--- src/design/linear_interp_resampler_assert.svh ---
// assertion macros for the linear interpolation resampler
`ifndef LINEAR_INTERP_RESAMPLER_ASSERT_SVH
`define LINEAR_INTERP_RESAMPLER_ASSERT_SVH

// same-cycle implication, checked outside reset
`define LIR_ASSERT_NOW(label, ante, cons) \
  label: assert property (@(posedge clk_i) disable iff (!rst_ni) (ante) |-> (cons)) \
    else $error("lir assertion failed");

// next-cycle implication, checked outside reset
`define LIR_ASSERT_NEXT(label, ante, cons) \
  label: assert property (@(posedge clk_i) disable iff (!rst_ni) (ante) |=> (cons)) \
    else $error("lir assertion failed");

`endif

--- src/design/lir_pkg.sv ---
// shared constants and control types of the linear interpolation resampler
`timescale 1ns / 1ps
package lir_pkg;

  localparam int SampleW = 16;
  localparam int StepW   = 18;
  localparam int PhaseW  = 18;

  localparam logic [StepW-1:0]  StepMin   = 18'd8192;
  localparam logic [StepW-1:0]  StepMax   = 18'd131072;
  localparam logic [StepW-1:0]  StepReset = 18'd65536;
  localparam logic [PhaseW-1:0] OneQ16    = 18'd65536;

  typedef struct packed {
    logic latch_in;
    logic mul;
    logic tail_sel;
    logic sum;
    logic produce;
    logic bypass_sel;
    logic phase_add;
    logic phase_sub;
    logic phase_one;
    logic finish;
  } lir_cmd_t;

  typedef struct packed {
    logic bypass;
    logic have_prev;
    logic phase_lt_one;
    logic tail_ok;
    logic last;
    logic pend_valid;
    logic can_produce;
    logic can_finish;
  } lir_sts_t;

endpackage

--- src/design/lir_ctrl.sv ---
// control state machine: walks the output positions of one input beat
`timescale 1ns / 1ps
module lir_ctrl
  import lir_pkg::*;
(
  input  logic     clk_i,
  input  logic     rst_ni,
  input  logic     in_valid_i,
  output logic     in_ready_o,
  input  lir_sts_t sts_i,
  output lir_cmd_t cmd_o
);

  localparam logic [3:0] StIdle     = 4'd0;
  localparam logic [3:0] StDispatch = 4'd1;
  localparam logic [3:0] StBypass   = 4'd2;
  localparam logic [3:0] StInterp   = 4'd3;
  localparam logic [3:0] StTail     = 4'd4;
  localparam logic [3:0] StMul      = 4'd5;
  localparam logic [3:0] StSum      = 4'd6;
  localparam logic [3:0] StScale    = 4'd7;
  localparam logic [3:0] StFinish   = 4'd8;

  logic [3:0] state_q, state_d;
  logic       tail_q, tail_d;

  always_comb begin
    state_d    = state_q;
    tail_d     = tail_q;
    cmd_o      = '0;
    in_ready_o = 1'b0;
    unique case (state_q)
      StIdle: begin
        in_ready_o = 1'b1;
        if (in_valid_i) begin
          cmd_o.latch_in = 1'b1;
          state_d        = StDispatch;
        end
      end
      StDispatch: begin
        if (sts_i.bypass) begin
          state_d = StBypass;
        end else if (sts_i.have_prev) begin
          state_d = StInterp;
        end else begin
          state_d = StTail;
        end
      end
      StBypass: begin
        if (sts_i.can_produce) begin
          cmd_o.produce    = 1'b1;
          cmd_o.bypass_sel = 1'b1;
          cmd_o.phase_one  = 1'b1;
          state_d          = StFinish;
        end
      end
      StInterp: begin
        if (sts_i.phase_lt_one) begin
          tail_d  = 1'b0;
          state_d = StMul;
        end else begin
          cmd_o.phase_sub = 1'b1;
          state_d         = StTail;
        end
      end
      StTail: begin
        if (sts_i.last && sts_i.tail_ok) begin
          tail_d  = 1'b1;
          state_d = StMul;
        end else begin
          state_d = StFinish;
        end
      end
      StMul: begin
        cmd_o.mul      = 1'b1;
        cmd_o.tail_sel = tail_q;
        state_d        = StSum;
      end
      StSum: begin
        cmd_o.sum = 1'b1;
        state_d   = StScale;
      end
      StScale: begin
        if (sts_i.can_produce) begin
          cmd_o.produce   = 1'b1;
          cmd_o.phase_add = 1'b1;
          state_d         = tail_q ? StTail : StInterp;
        end
      end
      StFinish: begin
        if (sts_i.can_finish) begin
          cmd_o.finish = 1'b1;
          state_d      = StIdle;
        end
      end
      default: begin
        state_d = StIdle;
      end
    endcase
  end

  always_ff @(posedge clk_i or negedge rst_ni) begin
    if (!rst_ni) begin
      state_q <= StIdle;
      tail_q  <= 1'b0;
    end else begin
      state_q <= state_d;
      tail_q  <= tail_d;
    end
  end

endmodule

--- src/design/lir_dp.sv ---
// datapath: step register, phase, interpolation and scaling, held and output beats
`timescale 1ns / 1ps
module lir_dp
  import lir_pkg::*;
(
  input  logic                      clk_i,
  input  logic                      rst_ni,
  input  logic                      cfg_wr_en_i,
  input  logic [StepW-1:0]          cfg_wr_data_i,
  input  logic signed [SampleW-1:0] in_sample_i,
  input  logic                      in_last_i,
  input  lir_cmd_t                  cmd_i,
  output lir_sts_t                  sts_o,
  output logic                      out_valid_o,
  input  logic                      out_ready_i,
  output logic signed [SampleW-1:0] out_sample_o,
  output logic                      out_last_o
);

  logic [StepW-1:0]          step_cfg_q;
  logic [StepW-1:0]          step_eff;
  logic signed [SampleW-1:0] cur_q, prev_q, pend_q, a_q;
  logic                      last_q, have_prev_q, pend_valid_q;
  logic [PhaseW-1:0]         phase_q;
  logic signed [SampleW:0]   diff;
  logic signed [2*SampleW+1:0] prod_q;
  logic signed [2*SampleW+1:0] sum_full;
  logic signed [2*SampleW-1:0] v_q;
  logic signed [47:0]        v_ext, w, w_bias;
  logic signed [SampleW-1:0] scaled, prod_val;
  logic [PhaseW+1:0]         tail_sum;
  logic                      out_free, push, push_last;
  logic                      out_valid_q, out_last_q;
  logic signed [SampleW-1:0] out_sample_q;

  always_comb begin
    if (step_cfg_q < StepMin) begin
      step_eff = StepMin;
    end else if (step_cfg_q > StepMax) begin
      step_eff = StepMax;
    end else begin
      step_eff = step_cfg_q;
    end
  end

  assign diff     = {cur_q[SampleW-1], cur_q} - {prev_q[SampleW-1], prev_q};
  assign sum_full = {{2{a_q[SampleW-1]}}, a_q, 16'd0} + prod_q;
  assign v_ext    = {{16{v_q[2*SampleW-1]}}, v_q};
  assign w        = (v_ext <<< 15) - v_ext;
  assign w_bias   = w[47] ? (w + 48'sh0000_7FFF_FFFF) : w;
  assign scaled   = w_bias[46:31];
  assign prod_val = cmd_i.bypass_sel ? cur_q : scaled;
  assign tail_sum = {1'b0, phase_q, 1'b0} + {2'b00, step_eff};

  assign out_free  = !out_valid_q || out_ready_i;
  assign push_last = cmd_i.finish && last_q && pend_valid_q;
  assign push      = (cmd_i.produce && pend_valid_q) || push_last;

  assign sts_o.bypass       = (step_eff == OneQ16);
  assign sts_o.have_prev    = have_prev_q;
  assign sts_o.phase_lt_one = (phase_q < OneQ16);
  assign sts_o.tail_ok      = (tail_sum <= {1'b0, OneQ16, 1'b0});
  assign sts_o.last         = last_q;
  assign sts_o.pend_valid   = pend_valid_q;
  assign sts_o.can_produce  = !pend_valid_q || out_free;
  assign sts_o.can_finish   = !(last_q && pend_valid_q) || out_free;

  always_ff @(posedge clk_i or negedge rst_ni) begin
    if (!rst_ni) begin
      step_cfg_q   <= StepReset;
      have_prev_q  <= 1'b0;
      phase_q      <= '0;
      pend_valid_q <= 1'b0;
      out_valid_q  <= 1'b0;
    end else begin
      if (cfg_wr_en_i) begin
        step_cfg_q <= cfg_wr_data_i;
      end
      if (cmd_i.phase_add) begin
        phase_q <= phase_q + step_eff;
      end else if (cmd_i.phase_sub) begin
        phase_q <= phase_q - OneQ16;
      end else if (cmd_i.phase_one) begin
        phase_q <= OneQ16;
      end else if (cmd_i.finish && last_q) begin
        phase_q <= '0;
      end
      if (cmd_i.finish) begin
        have_prev_q <= !last_q;
      end
      if (cmd_i.produce) begin
        pend_valid_q <= 1'b1;
      end else if (cmd_i.finish && last_q) begin
        pend_valid_q <= 1'b0;
      end
      if (push) begin
        out_valid_q <= 1'b1;
      end else if (out_ready_i) begin
        out_valid_q <= 1'b0;
      end
    end
  end

  always_ff @(posedge clk_i) begin
    if (cmd_i.latch_in) begin
      cur_q  <= in_sample_i;
      last_q <= in_last_i;
    end
    if (cmd_i.finish) begin
      prev_q <= cur_q;
    end
    if (cmd_i.mul) begin
      a_q <= cmd_i.tail_sel ? cur_q : prev_q;
      if (cmd_i.tail_sel) begin
        prod_q <= '0;
      end else begin
        prod_q <= $signed({1'b0, phase_q[15:0]}) * diff;
      end
    end
    if (cmd_i.sum) begin
      v_q <= sum_full[2*SampleW-1:0];
    end
    if (cmd_i.produce) begin
      pend_q <= prod_val;
    end
    if (push) begin
      out_sample_q <= pend_q;
      out_last_q   <= push_last;
    end
  end

  assign out_valid_o  = out_valid_q;
  assign out_sample_o = out_sample_q;
  assign out_last_o   = out_last_q;

endmodule

--- src/design/linear_interp_resampler.sv ---
// Linear interpolation resampler. One block of signed 16-bit samples comes in, one per beat,
// the final one with tlast; outputs at source positions 0, step, 2*step... come out as
// a + t*(b - a) scaled by 32767/32768, truncated toward zero, with tlast on the block's final
// output. step_q16 (Q2.16, clamped to 8192..131072) is written through cfg_wr_en_i; the
// user must write it only while idle, the block does not enforce this. At exactly 1.0
// samples pass unchanged. One input beat is taken at a time: a new beat is accepted only
// after the last one is finished; each interpolated output walks through the shared
// multiply, sum and scale path, and a stall on the output side holds the beat.
`timescale 1ns / 1ps
`include "linear_interp_resampler_assert.svh"
module linear_interp_resampler
  import lir_pkg::*;
(
  input  logic               clk_i,
  input  logic               rst_ni,
  input  logic               cfg_wr_en_i,
  input  logic [StepW-1:0]   cfg_wr_data_i,
  input  logic               s_axis_tvalid_i,
  output logic               s_axis_tready_o,
  input  logic [SampleW-1:0] s_axis_tdata_i,  // [15:0] sample
  input  logic               s_axis_tlast_i,
  output logic               m_axis_tvalid_o,
  input  logic               m_axis_tready_i,
  output logic [SampleW-1:0] m_axis_tdata_o,  // [15:0] out_sample
  output logic               m_axis_tlast_o
);

  lir_cmd_t                  cmd;
  lir_sts_t                  sts;
  logic signed [SampleW-1:0] out_sample;

  lir_ctrl u_ctrl (
    .clk_i      (clk_i),
    .rst_ni     (rst_ni),
    .in_valid_i (s_axis_tvalid_i),
    .in_ready_o (s_axis_tready_o),
    .sts_i      (sts),
    .cmd_o      (cmd)
  );

  lir_dp u_dp (
    .clk_i         (clk_i),
    .rst_ni        (rst_ni),
    .cfg_wr_en_i   (cfg_wr_en_i),
    .cfg_wr_data_i (cfg_wr_data_i),
    .in_sample_i   ($signed(s_axis_tdata_i)),
    .in_last_i     (s_axis_tlast_i),
    .cmd_i         (cmd),
    .sts_o         (sts),
    .out_valid_o   (m_axis_tvalid_o),
    .out_ready_i   (m_axis_tready_i),
    .out_sample_o  (out_sample),
    .out_last_o    (m_axis_tlast_o)
  );

  assign m_axis_tdata_o = out_sample;

  // one input beat in flight at a time
  `LIR_ASSERT_NEXT(a_one_beat, s_axis_tvalid_i && s_axis_tready_o, !s_axis_tready_o)
  // a held output between beats always belongs to an open block
  `LIR_ASSERT_NOW(a_pend_in_block, s_axis_tready_o && sts.pend_valid, sts.have_prev)
  // the final output of a block leaves nothing held behind
  `LIR_ASSERT_NEXT(a_final_clears, cmd.finish && sts.last, !sts.pend_valid && !sts.have_prev)

endmodule
--- config.mk ---
export PLATFORM = sky130hd
export DESIGN_NAME = linear_interp_resampler
export DESIGN_NICKNAME = d
export VERILOG_FILES = /design/src/design/lir_pkg.sv /design/src/design/lir_ctrl.sv /design/src/design/lir_dp.sv /design/src/design/linear_interp_resampler.sv
export VERILOG_INCLUDE_DIRS = /design/src /design/src/design
export SDC_FILE = /design/constraint.sdc
export NUM_CORES = 1
export LEC_CHECK = 0
export BUFFER_PORTS_ARGS = -buffer_cell sky130_fd_sc_hd__buf_2
export CORE_MARGIN = 5
export CORE_UTILIZATION = 65
export DETAILED_ROUTE_END_ITERATION = 10
export GPL_TIMING_DRIVEN = 0
export PLACE_DENSITY = 0.83
export SYNTH_ARGS = -nofsm -noshare
export SYNTH_HDL_FRONTEND = slang
export SYNTH_HIERARCHICAL = 1
export SYNTH_SLANG_ARGS = --single-unit
--- constraint.sdc ---
create_clock -name clk_i -period 11.1 [get_ports clk_i]
set_input_delay 2.22 -clock clk_i [delete_from_list [all_inputs] [get_ports clk_i]]
set_output_delay 2.22 -clock clk_i [all_outputs]
set_load 0.05 [all_outputs]
==> flow_summary.json, run 1 <==
{
  "status": "finished clean",
  "fin_area_sq_um": 23400,
  "timing.fmax_mhz": 94.0,
  "path_class": "flop to flop",
  "worst-path-buf-inv": 5,
  "drt-vias-per-instance": 5.99,
  "crit_family": "adder cells",
  "ys.warnings.count": 6,
  "fill_cells": 2486,
  "crit_path_start_kind": "flop",
  "finalCritPeriodShare": 0.959,
  "skew_ps": 19.8,
  "finalMaxSlewViolations": 0,
  "fp.dieH_um": 194,
  "postCtsSetupBuffers": 0,
  "power_leakage_nw": 11.0,
  "num_vias": 17300,
  "critPathCaptureType": "flop",
  "worstReg2RegStart": "u_dp/cur_q[0]$_DFFE_PP_",
  "maxCapViolations": 0,
  "port_buffers": 57,
  "hold_end": "u_dp/v_q[9]$_DFFE_PP_",
  "hold_slack_ps": 416,
  "postSynthAreaPerCell_sq_um": 9.31,
  "grtUsageTotal": 0.290,
  "grt_pass1_wl_um": 88400,
  "synthCells": 2355,
  "worst_pin_slew_ps": 1200,
  "routedWlPerCell_um": 19.0,
  "r2r_end": "u_dp/prod_q[30]$_SDFFCE_PP0P_",
  "grt_max_degree": 45,
  "finalCriticalPeriod_ps": 10640,
  "die_w_um": 194,
  "placed_area_sq_um": 22800,
  "rr_worst_depth": 32,
  "cts_buffers": 17,
  "htree_levels": 4,
  "worstHoldPathType": "flop to flop",
  "finalHoldViolCount": 0,
  "worstPathRequired_ps": 11300,
  "drc": 0,
  "p_per_area_nw_per_um2": 243,
  "antenna_found_initial": 1,
  "cpMaxStageDelayCell": "a221oi_2",
  "crit_top_cell": "fa_1",
  "rows": 67,
  "max_stage_delay_ps": 770,
  "totalWireLength_um": 54900,
  "r2r_slack_ps": 460,
  "drtIter0Drc": 1674,
  "place_hpwl_um": 44400,
  "drive_gt1_frac": 0.0756,
  "clockRootBuffer": "clkbuf_16",
  "cp_max_fo": 10,
  "cts.sinks": 190,
  "slew_headroom": 0.196,
  "layout.nets": 2903,
  "clk_latency_ps": 450,
  "peakVddDrop_v": 0.000163,
  "worstPathArrival_ps": 10840,
  "synthesis.nets": 2823,
  "start_util": 0.656,
  "setup_viol": 0,
  "hold_depth": 0,
  "rsz0062_at_grt": "false",
  "antenna_left": 0,
  "tns_ps": 0,
  "ios": 59,
  "min_from": "u_dp/prod_q[9]$_SDFFCE_PP0P_",
  "coreArea_sq_um": 33400,
  "syn_area_sq_um": 21900,
  "die_area_sq_um": 37500,
  "cts_buffer_depth": 2,
  "dr.pass1.iters": 6,
  "place.gp.congestion": 0.971,
  "antennaDiodeCount": 0,
  "area_growth_pct": 6.92,
  "overflow": 0,
  "cts_tree": "yes",
  "total_power_w": 0.00570,
  "clkTransAtPathRegs_ps": 80,
  "grt_pass1_vias": 17300
}
==> metal layers <==
metal,GRT usage,share of wire,wire [um]
met5,0,0.00029,16
met4,0.120,0.047,2570
met3,0.0509,0.070,3840
met2,0.491,0.49,26700
met1,0.371,0.40,21800
==> metrics by stage <==
step	worst slack [ps]	instances	util
floorplan	2670	2355	-
global route	8.39	2896	0.701
finish	459	2896	0.701
CTS	394	2896	0.700
detailed placement	439	2864	0.682
global placement	731	2860	0.681
==> final cells by class <==
type / count / area (sq um) / area share
timing repair buffer: 61 / 330 / 0.0141
inverter: 365 / 1370 / 0.0584
sequential: 190 / 5490 / 0.234
clock inverter: 13 / 153 / 0.00651
multi-input combinational: 1725 / 14800 / 0.630
tap: 448 / 561 / 0.0239
buffer: 75 / 340 / 0.0145
clock buffer: 19 / 443 / 0.0189
==> repair_timing <==
action | CTS | global route
setup endpoints to repair | 0 | 2
gates resized for setup | 0 | 5
hold buffers | 0 | 0
==> worst register-to-register path, delay by kind of cell, from the launching register on <==
kind,cells,cell delay (ps)
buffers and inverters,5,730
and+or+nand+nor,6,1300
xor gates and xnor gates,1,270
adders and majority gates,9,3960
AOI/OAI and AO/OA,11,3590
DFF,1,520
==> sequential cells by signal, indices dropped and copies added (netlist names) <==
signal and count:
u_dp/prod_q 32, u_dp/v_q 32, u_dp/phase_q 18, u_dp/step_cfg_q 18, u_dp/a_q 16, u_dp/cur_q 16
u_dp/out_sample_o 16, u_dp/pend_q 16, u_dp/prev_q 16, u_ctrl/state_q 4, u_ctrl/tail_q 1, u_dp/have_prev_q 1
u_dp/last_q 1, u_dp/out_last_o 1, u_dp/out_valid_o 1, u_dp/pend_valid_q 1
==> how the worst max path moves through the flow <==
stage	from	endpoint	slack, ps	cells after the start
after floorplan	u_dp/cur_q[0]$_DFFE_PP_	u_dp/prod_q[30]$_SDFFCE_PP0P_	2670	32
after global placement	u_dp/cur_q[0]$_DFFE_PP_	u_dp/prod_q[30]$_SDFFCE_PP0P_	730	32
after detailed placement	u_dp/cur_q[0]$_DFFE_PP_	u_dp/prod_q[30]$_SDFFCE_PP0P_	440	33
after CTS	u_dp/cur_q[0]$_DFFE_PP_	u_dp/prod_q[30]$_SDFFCE_PP0P_	390	33
after global routing	u_dp/cur_q[0]$_DFFE_PP_	u_dp/prod_q[30]$_SDFFCE_PP0P_	8	32
final	u_dp/cur_q[0]$_DFFE_PP_	u_dp/prod_q[30]$_SDFFCE_PP0P_	460	32
==> layout by cell type, fill, tap and decap left out, types with 7 or more instances in the layout <==
cell type / instances
inv_1: 365
nand2_1: 249
ha_1: 215
fa_1: 213
edfxtp_1: 146
nor2_1: 134
and2_1: 99
o21ai_0: 96
a21oi_1: 79
buf_2: 61
clkbuf_1: 57
xnor2_1: 57
nor2b_1: 57
nor3_1: 52
dfrtp_1: 43
nand3_1: 36
a21o_1: 36
xor2_1: 29
and3_1: 24
nand2b_1: 23
mux2_2: 21
nor3b_1: 20
a211oi_1: 20
a31oi_1: 18
o21a_1: 18
clkbuf_16: 17
or3_1: 14
nand4_1: 14
or2_2: 13
nor4_1: 12
o31ai_1: 12
a21boi_0: 11
o21bai_1: 8
mux2i_1: 8
buf_4: 7
o211ai_1: 7
==> where the power goes <==
part | leakage [nW] | internal [W] | switching, W | total (W)
clock network | 0.291 | 0.000325 | 0.000286 | 0.000612
registers | 1.89 | 0.00102 | 0.000140 | 0.00116
logic | 8.86 | 0.00143 | 0.00249 | 0.00392
total | 11.0 | 0.00278 | 0.00292 | 0.00570
Power figures use the tool's default switching activity.
==> run 2: changes to the inputs <==
--- a/config.mk
+++ b/config.mk
@@ -8,10 +8,10 @@
 export LEC_CHECK = 0
 export BUFFER_PORTS_ARGS = -buffer_cell sky130_fd_sc_hd__buf_2
 export CORE_MARGIN = 5
-export CORE_UTILIZATION = 65
+export CORE_UTILIZATION = 59
 export DETAILED_ROUTE_END_ITERATION = 10
 export GPL_TIMING_DRIVEN = 0
-export PLACE_DENSITY = 0.83
+export PLACE_DENSITY = 0.79
 export SYNTH_ARGS = -nofsm -noshare
 export SYNTH_HDL_FRONTEND = slang
 export SYNTH_HIERARCHICAL = 1
==> constraint.sdc (replaced) <==
create_clock -name clk_i -period 9.6 [get_ports clk_i]
set_input_delay 1.92 -clock clk_i [delete_from_list [all_inputs] [get_ports clk_i]]
set_output_delay 1.92 -clock clk_i [all_outputs]
set_load 0.05 [all_outputs]
==> flow_summary.json, run 2 (synthesis results as in run 1) <==
{
  "fp.dieH_um": 203,
  "worstHoldPathType": "flop to flop",
  "ios": 59,
  "slew_headroom": 0.326,
  "maxCapViolations": 0,
  "power_leakage_nw": 11.2,
  "final_cell_mix": "inv_1, nand2_1, ha_1",
  "cts_buffer_depth": 2,
  "p_per_area_nw_per_um2": 285,
  "ctsHoldBuffers": 0,
  "fin_area_sq_um": 23700,
  "grt_util_met2": 0.469,
  "finalCriticalPeriod_ps": 9310,
  "place_hpwl_um": 44800,
  "status": "finished clean",
  "grt_pass1_vias": 18000,
  "grtUsageTotal": 0.275,
  "cp_max_fo": 10,
  "area_growth_pct": 8.22,
  "path_class": "flop to flop",
  "finalMaxSlewViolations": 0,
  "worst_pin_slew_ps": 1010,
  "cts_buffers": 17,
  "antenna_found_initial": 0,
  "routedWlPerCell_um": 19.3,
  "timing.fmax_mhz": 107,
  "crit_path_start_kind": "flop",
  "coreArea_sq_um": 36600,
  "start_util": 0.599,
  "htree_levels": 4,
  "clockRootBuffer": "clkbuf_16",
  "cpMaxStageDelayCell": "fa_1",
  "num_vias": 17500,
  "max_stage_delay_ps": 570,
  "critPathCaptureType": "flop",
  "grt_max_degree": 45,
  "finalCritPeriodShare": 0.970,
  "finalHoldViolCount": 0,
  "drive_gt1_frac": 0.0907,
  "fill_cells": 2931,
  "fin_util": 0.648,
  "setup_viol": 0,
  "gr-usage-met1": 0.351,
  "die_area_sq_um": 41100,
  "port_buffers": 57,
  "skew_ps": 9.96,
  "rows": 70,
  "layout.nets": 2914,
  "cts_tree": "yes",
  "cts.sinks": 190,
  "peakVddDrop_v": 0.000238,
  "worstPathRequired_ps": 9780,
  "drt-vias-per-instance": 5.99,
  "drtIter0Drc": 1461,
  "antenna_left": 0,
  "crit_top_cell": "fa_1",
  "placed_area_sq_um": 22900,
  "clk_latency_ps": 450,
  "reg.largest.list": "u_dp/prod_q x32, u_dp/v_q x32",
  "busiest_layer": "met2",
  "drc": 0,
  "overflow": 0,
  "dpl_worst_slack_ps": -887,
  "hold_slack_ps": 414,
  "mostFrequentLayoutCell": "inv_1",
  "dr.pass1.iters": 6,
  "grt_pass1_wl_um": 91500,
  "worstPathArrival_ps": 9490,
  "die_w_um": 203,
  "place.gp.congestion": 0.974,
  "totalWireLength_um": 56400,
  "clkTransAtPathRegs_ps": 80,
  "fin_ws_ps": 292,
  "antennaDiodeCount": 0,
  "grt.met3_usage": 0.0404
}
-- run 2: cell type report --
type / instances / area, sq um / area share
timing repair buffer: 73 / 428 / 0.0180
buffer: 74 / 355 / 0.0150
clock buffer: 18 / 429 / 0.0181
multi-input combinational: 1725 / 14900 / 0.629
inverter: 365 / 1370 / 0.0577
sequential: 190 / 5490 / 0.231
clock inverter: 14 / 144 / 0.00606
tap: 468 / 586 / 0.0247
-- run 2: critical path, delay by kind of cell, from the launching register on --
family	cells	cell delay [ps]
fa+ha+maj	9	4200
buf+inv	5	560
compound gates	14	3030
simple gates	4	530
xor+xnor	1	210
flops	1	460
-- run 2: worst paths after layout --
kind | startpoint | endpoint | slack [ps] | depth (start not counted)
setup / recovery | u_dp/cur_q[0]$_DFFE_PP_ | u_dp/prod_q[31]$_SDFFCE_PP0P_ | 290 | 33
hold / removal | u_dp/pend_q[13]$_DFFE_PP_ | u_dp/out_sample_o[13]$_DFFE_PP_ | 410 | 0
setup reg to reg | u_dp/cur_q[0]$_DFFE_PP_ | u_dp/prod_q[31]$_SDFFCE_PP0P_ | 290 | 33
hold reg to reg | u_dp/pend_q[13]$_DFFE_PP_ | u_dp/out_sample_o[13]$_DFFE_PP_ | 410 | 0
max in group asynchronous | rst_ni | u_dp/phase_q[2]$_DFFE_PN0P_ | 7340 | 1
min in group asynchronous | rst_ni | u_dp/out_valid_o$_DFFE_PN0P_ | 1640 | 1
-- run 2: layer usage --
metal	up-vias	part of all wire
met5	-	0
met4	0	0.049
met3	199	0.062
met2	671	0.49
met1	8566	0.40
li1	8099	-
-- run 2: timing repair --
item                       in CTS  in global routing
setup buffers                   2                  9
setup endpoints to repair      13                 10
pin swaps                       2                  6
gates resized for setup        19                 39
-- run 2: power breakdown --
group          internal, W  switching (W)  leakage, nW  total, W
Sequential         0.00118       0.000160         1.89   0.00134
Combinational      0.00178        0.00294         9.00   0.00472
Clock             0.000348       0.000356        0.283  0.000705
Total              0.00331        0.00346         11.2   0.00677
-- run 2: metrics by stage --
step | power (W) | setup TNS, ps | std cells
floorplan | 0.00453 | 0 | 2355
detailed placement | 0.00581 | -5080 | 2885
finish | 0.00677 | 0 | 2927
global placement | 0.00565 | -3240 | 2880
CTS | 0.00662 | 0 | 2919
global route | 0.00739 | -75.4 | 2927
